==> src/hdl/bdc_pkg.sv <==
// Shared types and constants for the B-dot detumbling controller.
package bdc_pkg;

  localparam int FIELD_W    = 21;
  localparam int RATE_W     = 16;
  localparam int PERIOD_W   = 16;
  localparam int GAIN_W     = 24;
  localparam int LIMIT_W    = 20;
  localparam int THRESH_W   = 15;
  localparam int NEED_W     = 16;
  localparam int STEPS_W    = 32;
  localparam int MAG_W      = 21;
  localparam int PROD_W     = GAIN_W + MAG_W;
  localparam int DIV_STEPS  = 3;
  localparam int DIV_CYCLES = PROD_W / DIV_STEPS;
  localparam int CFG_IDX_W  = 3;
  localparam int CFG_DATA_W = 24;

  localparam logic [CFG_IDX_W-1:0] REG_GAIN      = 3'd0;
  localparam logic [CFG_IDX_W-1:0] REG_LIMIT_X   = 3'd1;
  localparam logic [CFG_IDX_W-1:0] REG_LIMIT_Y   = 3'd2;
  localparam logic [CFG_IDX_W-1:0] REG_LIMIT_Z   = 3'd3;
  localparam logic [CFG_IDX_W-1:0] REG_RATE_THR  = 3'd4;
  localparam logic [CFG_IDX_W-1:0] REG_CALM_NEED = 3'd5;

  typedef enum logic [2:0] {
    ST_IDLE,
    ST_SQR,
    ST_MUL,
    ST_DSTART,
    ST_DIV,
    ST_CLAMP,
    ST_FIN
  } state_t;

endpackage

==> src/hdl/bdc_div.sv <==
// Iterative restoring divider, three quotient bits per cycle.
module bdc_div import bdc_pkg::*; (
  input  logic                clk,
  input  logic                rst_n,
  input  logic                start,
  input  logic [PROD_W-1:0]   dividend,
  input  logic [PERIOD_W-1:0] divisor,
  output logic                done,
  output logic [PROD_W-1:0]   quotient
);

  logic [PROD_W-1:0]   dq_r, dq_nxt;
  logic [PERIOD_W-1:0] rem_r, rem_nxt;
  logic [PERIOD_W-1:0] dvs_r;
  logic [4:0]          cnt_r;
  logic                busy_r;
  logic                done_r;

  always_comb begin
    logic [PERIOD_W:0] t;
    rem_nxt = rem_r;
    dq_nxt  = dq_r;
    for (int k = 0; k < DIV_STEPS; k++) begin
      t      = {rem_nxt, dq_nxt[PROD_W-1]};
      dq_nxt = {dq_nxt[PROD_W-2:0], 1'b0};
      if (t >= {1'b0, dvs_r}) begin
        rem_nxt   = PERIOD_W'(t - {1'b0, dvs_r});
        dq_nxt[0] = 1'b1;
      end else begin
        rem_nxt = t[PERIOD_W-1:0];
      end
    end
  end

  always_ff @(posedge clk) begin
    if (!rst_n) begin
      busy_r <= 1'b0;
      done_r <= 1'b0;
      cnt_r  <= '0;
    end else begin
      done_r <= 1'b0;
      if (start) begin
        busy_r <= 1'b1;
        cnt_r  <= '0;
      end else if (busy_r) begin
        cnt_r <= cnt_r + 5'd1;
        if (cnt_r == 5'(DIV_CYCLES - 1)) begin
          busy_r <= 1'b0;
          done_r <= 1'b1;
        end
      end
    end
  end

  always_ff @(posedge clk) begin
    if (start) begin
      dq_r  <= dividend;
      rem_r <= '0;
      dvs_r <= divisor;
    end else if (busy_r) begin
      dq_r  <= dq_nxt;
      rem_r <= rem_nxt;
    end
  end

  assign done     = done_r;
  assign quotient = dq_r;

endmodule

==> src/hdl/bdot_detumble_controller_core.sv <==
// Top level of the proportional B-dot detumbling controller.
//
// Usage:
//   in_*  : one transfer per sensor sample: field x/y/z (nT), rate x/y/z (mrad/s)
//           and step period (ms). Accepted when in_tvalid and in_tready are high.
//   out_* : one transfer per sample: clamped dipole x/y/z, steps taken, and the
//           done flag on out_tuser.
//   cfg_* : register writes (index, data); always ready. Write only while idle.
// Sequence:
//   after an accepted sample, the shared multiplier squares the rates and the
//   threshold while the squared rates are summed; then per axis one multiply,
//   one divider start, the divider's iterations at 3 quotient bits each over a
//   45-bit product, the divider's done, a clamp; then the result is posted
//   once the output register can take it. in_tready is high only while the
//   sequencer idles, so one sample is in work at a time and the next sample
//   is taken only after the result of the last one has been posted.
// Reset (rst_n low, synchronous): registers take defaults, stored field and
//   both counters clear, channels empty.
// Stall: a result waits in the output register; the next sample may be taken
//   and worked, and its result is held back (in_tready low) until the waiting
//   one transfers.
module bdot_detumble_controller_core import bdc_pkg::*; (
  input  logic                  clk,
  input  logic                  rst_n,
  // field_x, field_y, field_z, rate_x, rate_y, rate_z, step_period, zero pad
  input  logic [127:0]          in_tdata,
  input  logic                  in_tvalid,
  output logic                  in_tready,
  // dipole_x, dipole_y, dipole_z, steps_taken, zero pad
  output logic [95:0]           out_tdata,
  // done_res
  output logic                  out_tuser,
  output logic                  out_tvalid,
  input  logic                  out_tready,
  input  logic [CFG_IDX_W-1:0]  cfg_index,
  input  logic [CFG_DATA_W-1:0] cfg_data,
  input  logic                  cfg_valid,
  output logic                  cfg_ready
);

  // configuration
  logic [GAIN_W-1:0]   gain_r;
  logic [LIMIT_W-1:0]  lim_r [3];
  logic [THRESH_W-1:0] thr_r;
  logic [NEED_W-1:0]   need_r;

  // persistent state
  logic signed [FIELD_W-1:0] prev_r [3];
  logic [NEED_W-1:0]         calm_cnt_r;
  logic [STEPS_W-1:0]        step_total_r;

  // per-sample working registers
  state_t              state_r, state_nxt;
  logic [2:0]          cnt_r, cnt_nxt;
  logic [1:0]          ax_r, ax_nxt;
  logic [MAG_W-1:0]    mag_r [3];
  logic                pos_r [3];
  logic [RATE_W-1:0]   rate_r [3];
  logic [PERIOD_W-1:0] period_r;
  logic [STEPS_W-1:0]  sum_r;
  logic                calm_r;
  logic [PROD_W-1:0]   prod_r;
  logic [FIELD_W-1:0]  dip_r [3];

  // output register
  logic                out_valid_r;
  logic [95:0]         out_data_r;
  logic                out_user_r;

  logic                in_accept;
  logic                out_load;
  logic signed [FIELD_W:0] diff [3];
  logic                all_zero;
  logic [GAIN_W-1:0]   mul_a;
  logic [MAG_W-1:0]    mul_b;
  logic [PROD_W-1:0]   mul_p;
  logic [PROD_W-9:0]   q_mag;
  logic [LIMIT_W-1:0]  m_clamp;
  logic [NEED_W-1:0]   calm_next;
  logic                div_start;
  logic                div_done;
  logic [PROD_W-1:0]   div_q;

  assign in_accept = in_tvalid && in_tready;
  assign cfg_ready = 1'b1;

  // field differences against the stored sample
  always_comb begin
    logic signed [FIELD_W-1:0] f;
    for (int i = 0; i < 3; i++) begin
      f       = in_tdata[FIELD_W*i +: FIELD_W];
      diff[i] = {f[FIELD_W-1], f} - {prev_r[i][FIELD_W-1], prev_r[i]};
    end
    all_zero = (diff[0] == '0) && (diff[1] == '0) && (diff[2] == '0);
  end

  // shared multiplier: rate squares, threshold square, then gain * |diff|
  always_comb begin
    mul_a = gain_r;
    mul_b = mag_r[ax_r];
    if (state_r == ST_SQR) begin
      if (cnt_r == 3'd3) begin
        mul_a = GAIN_W'(thr_r);
        mul_b = MAG_W'(thr_r);
      end else begin
        mul_a = GAIN_W'(rate_r[cnt_r[1:0]]);
        mul_b = MAG_W'(rate_r[cnt_r[1:0]]);
      end
    end
  end
  assign mul_p = mul_a * mul_b;

  bdc_div u_div (
    .clk      (clk),
    .rst_n    (rst_n),
    .start    (div_start),
    .dividend (prod_r),
    .divisor  (period_r),
    .done     (div_done),
    .quotient (div_q)
  );

  // drop the 8 fraction bits, clamp to the axis limit
  assign q_mag   = div_q[PROD_W-1:8];
  assign m_clamp = (q_mag > (PROD_W-8)'(lim_r[ax_r])) ? lim_r[ax_r] : q_mag[LIMIT_W-1:0];

  assign calm_next = calm_r ? ((calm_cnt_r == '1) ? calm_cnt_r : calm_cnt_r + 1'b1) : '0;
  assign out_load  = (state_r == ST_FIN) && (!out_valid_r || out_tready);

  always_comb begin
    state_nxt = state_r;
    cnt_nxt   = cnt_r;
    ax_nxt    = ax_r;
    div_start = 1'b0;
    in_tready = (state_r == ST_IDLE);
    case (state_r)
      ST_IDLE: begin
        if (in_tvalid) begin
          state_nxt = ST_SQR;
          cnt_nxt   = '0;
        end
      end
      ST_SQR: begin
        cnt_nxt = cnt_r + 3'd1;
        if (cnt_r == 3'd4) begin
          state_nxt = ST_MUL;
          ax_nxt    = '0;
        end
      end
      ST_MUL:    state_nxt = ST_DSTART;
      ST_DSTART: begin
        div_start = 1'b1;
        state_nxt = ST_DIV;
      end
      ST_DIV: begin
        if (div_done) state_nxt = ST_CLAMP;
      end
      ST_CLAMP: begin
        if (ax_r == 2'd2) begin
          state_nxt = ST_FIN;
        end else begin
          ax_nxt    = ax_r + 2'd1;
          state_nxt = ST_MUL;
        end
      end
      ST_FIN: begin
        if (out_load) state_nxt = ST_IDLE;
      end
      default: state_nxt = ST_IDLE;
    endcase
  end

  always_ff @(posedge clk) begin
    if (!rst_n) begin
      state_r <= ST_IDLE;
      cnt_r   <= '0;
      ax_r    <= '0;
    end else begin
      state_r <= state_nxt;
      cnt_r   <= cnt_nxt;
      ax_r    <= ax_nxt;
    end
  end

  // configuration writes
  always_ff @(posedge clk) begin
    if (!rst_n) begin
      gain_r   <= 24'd65536;
      lim_r[0] <= 20'd200000;
      lim_r[1] <= 20'd200000;
      lim_r[2] <= 20'd200000;
      thr_r    <= 15'd17;
      need_r   <= 16'd10;
    end else if (cfg_valid && cfg_ready) begin
      case (cfg_index)
        REG_GAIN:      gain_r   <= cfg_data;
        REG_LIMIT_X:   lim_r[0] <= cfg_data[LIMIT_W-1:0];
        REG_LIMIT_Y:   lim_r[1] <= cfg_data[LIMIT_W-1:0];
        REG_LIMIT_Z:   lim_r[2] <= cfg_data[LIMIT_W-1:0];
        REG_RATE_THR:  thr_r    <= cfg_data[THRESH_W-1:0];
        REG_CALM_NEED: need_r   <= cfg_data[NEED_W-1:0];
        default: ;
      endcase
    end
  end

  // stored field and step counters
  always_ff @(posedge clk) begin
    if (!rst_n) begin
      prev_r[0]    <= '0;
      prev_r[1]    <= '0;
      prev_r[2]    <= '0;
      calm_cnt_r   <= '0;
      step_total_r <= '0;
    end else begin
      if (in_accept) begin
        for (int i = 0; i < 3; i++) prev_r[i] <= in_tdata[FIELD_W*i +: FIELD_W];
      end
      if (out_load) begin
        calm_cnt_r <= calm_next;
        if (step_total_r != '1) step_total_r <= step_total_r + 1'b1;
      end
    end
  end

  // working registers, no reset needed
  always_ff @(posedge clk) begin
    if (in_accept) begin
      for (int i = 0; i < 3; i++) begin
        logic [RATE_W-1:0] r;
        r = in_tdata[63 + RATE_W*i +: RATE_W];
        rate_r[i] <= r[RATE_W-1] ? RATE_W'(-r) : r;
        if (all_zero) begin
          mag_r[i] <= MAG_W'(1);
          pos_r[i] <= 1'b1;
        end else begin
          mag_r[i] <= diff[i][FIELD_W] ? MAG_W'(-diff[i]) : MAG_W'(diff[i]);
          pos_r[i] <= !diff[i][FIELD_W] && (diff[i] != '0);
        end
      end
      // zero period runs as 1 ms
      period_r <= (in_tdata[126:111] == '0) ? PERIOD_W'(1) : in_tdata[126:111];
    end
    if (state_r == ST_SQR || state_r == ST_MUL) prod_r <= mul_p;
    if (state_r == ST_SQR) begin
      case (cnt_r)
        3'd1:      sum_r <= prod_r[STEPS_W-1:0];
        3'd2,
        3'd3:      sum_r <= sum_r + prod_r[STEPS_W-1:0];
        3'd4:      calm_r <= (sum_r < prod_r[STEPS_W-1:0]);
        default: ;
      endcase
    end
    if (state_r == ST_CLAMP) begin
      dip_r[ax_r] <= pos_r[ax_r] ? FIELD_W'(-{1'b0, m_clamp}) : {1'b0, m_clamp};
    end
  end

  // output register
  always_ff @(posedge clk) begin
    if (!rst_n) begin
      out_valid_r <= 1'b0;
    end else if (out_load) begin
      out_valid_r <= 1'b1;
    end else if (out_tready) begin
      out_valid_r <= 1'b0;
    end
  end

  always_ff @(posedge clk) begin
    if (out_load) begin
      out_data_r <= {1'b0,
                     (step_total_r == '1) ? step_total_r : step_total_r + 1'b1,
                     dip_r[2], dip_r[1], dip_r[0]};
      out_user_r <= (calm_next >= need_r);
    end
  end

  assign out_tvalid = out_valid_r;
  assign out_tdata  = out_data_r;
  assign out_tuser  = out_user_r;

`ifndef SYNTHESIS
  // one sample in work at a time
  a_single_item: assert property (@(posedge clk) disable iff (!rst_n)
    in_tvalid && in_tready |=> !in_tready)
    else $error("input taken twice in a row");

  // divider finishes only while the sequencer waits on it
  a_div_done: assert property (@(posedge clk) disable iff (!rst_n)
    div_done |-> state_r == ST_DIV)
    else $error("divider done outside divide state");

  // after a result is posted the step total is nonzero
  a_steps: assert property (@(posedge clk) disable iff (!rst_n)
    out_load |=> step_total_r != '0 && out_tvalid)
    else $error("step total not advanced on result");
`endif

endmodule

==> config.mk <==
export PLATFORM = sky130hd
export DESIGN_NAME = bdot_detumble_controller_core
export DESIGN_NICKNAME = d
export VERILOG_FILES = /design/src/hdl/bdc_pkg.sv /design/src/hdl/bdc_div.sv /design/src/hdl/bdot_detumble_controller_core.sv
export SDC_FILE = /design/constraint.sdc
export NUM_CORES = 2
export LEC_CHECK = 0
export CAP_MARGIN = 20
export CORE_ASPECT_RATIO = 0.6
export CORE_UTILIZATION = 55
export DETAILED_ROUTE_END_ITERATION = 6
export DONT_BUFFER_PORTS = 1
export PLACE_DENSITY_LB_ADDON = 0.1
export SLEW_MARGIN = 20
export SYNTH_ARGS = -nofsm -noshare
export SYNTH_HDL_FRONTEND = slang
export SYNTH_SLANG_ARGS = --single-unit
==> constraint.sdc <==
create_clock -name clk -period 9 [get_ports clk]
set_clock_uncertainty 0.2 [all_clocks]
set_input_delay 0.45 -clock clk [delete_from_list [all_inputs] [get_ports clk]]
set_output_delay 0.45 -clock clk [all_outputs]
set_load 0.005 [all_outputs]
==> summary.txt <==
Status: completed
Dpl hpwl: 126000 um
Max Slew Vio Count: 0
Area of the core: 99100 sq um
Hold path depth: 2
Vias: 43900
Num CTS Buffers: 71
Crit-path max cell delay: 630 ps
Drt pass-1 iters: 6
Post-Synthesis Cells: 5842
YS warnings: 0
IO Count: 260
Arrival @ worst endpoint: 8900 ps
First-pass GRT wire length: 249000 um
Worst path slowest cell: fa_1
Area Growth Syn to Fin: 14.6%
Most common cell after layout, fill and taps aside: inv_1
Port buffer count: 0
Crit. path cell count: 33
Total track usage: 32.2%
Die area: 102000 sq um
Via/cell ratio: 5.79
Clock buffer depth: 3
Clock transition at path regs: 60 ps
Share of cells above drive strength 1: 9.69%
Hold Violations, Final: 0
Reg-to-Reg End: prod_r[44]$_DFFE_PP_
Worst slew pin tran: 1030 ps
Die W: 412 um
Slew headroom: 31.1%
Clk Latency, worst-skew pair: 670 ps
Most frequent CP cell: fa_1
Worst Path Required: 9200 ps
Setup violators final: 0
Number of library cell types mapped by synthesis: 92
Drt wl/cell: 21.8 um
Initial DRC count: 4442
Mapped Avg Cell Area: 9.49 sq um
# DRC: 0
Chip Height: 248 um
R2R Setup Slk: 300 ps
Critical path launch point type: register
Seq/Total Area, Yosys: 34.8%
Final net count: 7150
Crit-path leading delay family: adder cells
Htree depth: 3
CP max FO: 8
R2R cell count: 33
GR Overflow Total: 0
Cell Area, Synth: 55500 sq um
Routed Antenna Nets: 0
CTS Root Cell: clkbuf_16
Antenna violations before repair: 9
F_max: 115 MHz
DRT Wirelength: 165000 um
CTS tree: done
WHS Endpoint: period_r[0]$_SDFFCE_PN1P_
Post-synth EDFFs: 550
Fillers: 8254
CTS sink cnt: 690
Critical path class: reg2reg
RSZ-0062 raised after global routing: no
Synth Net Count: 6808
Worst hold margin: 38.7 ps
Most frequent cells in the layout: inv_1, nand2_1, edfxtp_1, nor2_1, fa_1
Placer Congestion: 1.06
Largest net degree at the start of global routing: 93
Hold Crit Start: in_tdata[125]
Dominant synthesized flop cell: edfxtp_1
# rows: 89
Initial Utilization: 56.0%
Worst hold path class: in2reg
Crit end category: register
Number of global-route vias before repair: 41300
Asr flop ratio synth: 0%
Crit path time final: 8700 ps
Crit path buffers/inverters: 7
#FFs+latches synth: 690
MaxCap Viol Count: 0
Final worst path period share: 96.7%
-- worst reg2reg max path, delay by kind of cell, from the launching register on --
kind,cells,cell delay (ps)
adder cells (fa/ha/maj),8,4040
AO/OA/AOI/OAI,10,1910
AND/OR/NAND/NOR,6,940
buffers and inverters,7,700
flip-flops,1,370
multiplexers,1,220
XOR/XNOR,1,80
-- stage by stage --
| step | TNS, ps | instance area [sq um] | setup slack [ps] | util [%] | cells |
|---|---|---|---|---|---|
| 3_5_place_dp | -68.7 | 58800 | -68.7 | 59.4 | 7231 |
| 6_report | 0 | 63500 | 299 | 64.1 | 7570 |
| 2_1_floorplan | 0 | 55500 | 8.61 | - | 5842 |
| 5_1_grt | 0 | 63500 | 1.42 | 64.1 | 7562 |
| 4_1_cts | 0 | 63200 | 8.40 | 63.8 | 7552 |
| 3_3_place_gp | -48.6 | 58800 | -48.6 | 59.3 | 7230 |
-- per-layer routing --
| metal | wire, um | vias up | track usage, % |
|---|---|---|---|
| li1 | - | 20400 | - |
| met4 | 4080 | 13 | 7.84 |
| met5 | 239 | - | 0 |
| met2 | 65600 | 2027 | 44.0 |
| met3 | 20700 | 264 | 12.0 |
| met1 | 74800 | 21200 | 47.8 |
-- synthesized netlist by cell type (9+ instances only) --
master     count  area share, %
o21a_1        51           0.69
inv_1        744            5.0
clkbuf_1     222            1.5
and4_1        11           0.17
nor3_1       100           0.90
and2_1        69           0.78
o31ai_1       22           0.30
a211o_1       10           0.16
nor3b_1        9           0.12
or3_1         43           0.49
mux2_2        32           0.65
a31oi_1       33           0.37
nor2_1       523            3.5
nand4_1       41           0.46
nor3_2        20           0.36
fa_1         422             15
or2_2         20           0.23
nand2b_1      46           0.52
ha_1         384            8.7
nor4_1        28           0.32
buf_1         14          0.095
o21ai_0      222            2.0
o21ai_1       16           0.14
nand2_1      734            5.0
edfxtp_1     550             30
a211oi_1      25           0.34
or4_1         17           0.23
a2111oi_0     12           0.19
mux2i_1       91            1.6
buf_2         13           0.12
o21bai_1      22           0.30
a21o_1        97            1.3
nand3_1       76           0.69
o211ai_1      36           0.49
xnor2_1      221            3.5
a21oi_1      353            3.2
nor2b_1       30           0.34
and3_1        99            1.1
xor2_1       101            1.6
dfxtp_1      140            5.1
o41ai_1       14           0.22
-- cells by family after synthesis --
logic type	count (synthesis)	synth area share, %
flip-flops	690	34.8
AND/OR/NAND/NOR	1898	15.8
AO/OA/AOI/OAI	1000	11.2
buffers and inverters	1001	6.90
adder cells (fa/ha/maj)	806	23.9
other	2	0.0135
multiplexers	123	2.29
XOR/XNOR	322	5.09
-- sequential cells by signal (all words and copies together), names as in the netlist, 24 cells and up, named ones only --
name	cells
rate_r	48
gain_r	24
out_tdata	95
lim_r	60
step_total_r	32
dip_r	63
prod_r	45
u_div.quotient	45
mag_r	63
prev_r	63
sum_r	32
-- worst max-delay path by stage --
stage / endpoint
global placement: prod_r[44]$_DFFE_PP_
floorplan: prod_r[44]$_DFFE_PP_
CTS: prod_r[44]$_DFFE_PP_
detailed placement: prod_r[44]$_DFFE_PP_
finish: prod_r[44]$_DFFE_PP_
global route: prod_r[43]$_DFFE_PP_
-- timing repair --
action                     in CTS  in global routing
cloned                          0                  1
buffers inserted                0                  5
setup endpoints to repair       1                  8
gates resized for setup         7                 42
pin swaps                       0                  4
hold endpoints to repair      261                 10
hold buffers                  189                  3
-- cell type report --
type	instances	area, sq um	share of cell area [%]
Antenna cell	8	20.0	0.0315
Clock buffer	97	2010	3.16
Clock inverter	35	468	0.737
Inverter	745	2810	4.42
Multi-Input combinational cell	4151	32600	51.3
Sequential cell	690	19300	30.4
Tap cell	1319	1650	2.60
Timing Repair Buffer	525	4670	7.35
Power is left out: the tool's default activity adds up to more than one toggle a clock period on the data nets, which glitch-free logic cannot reach.
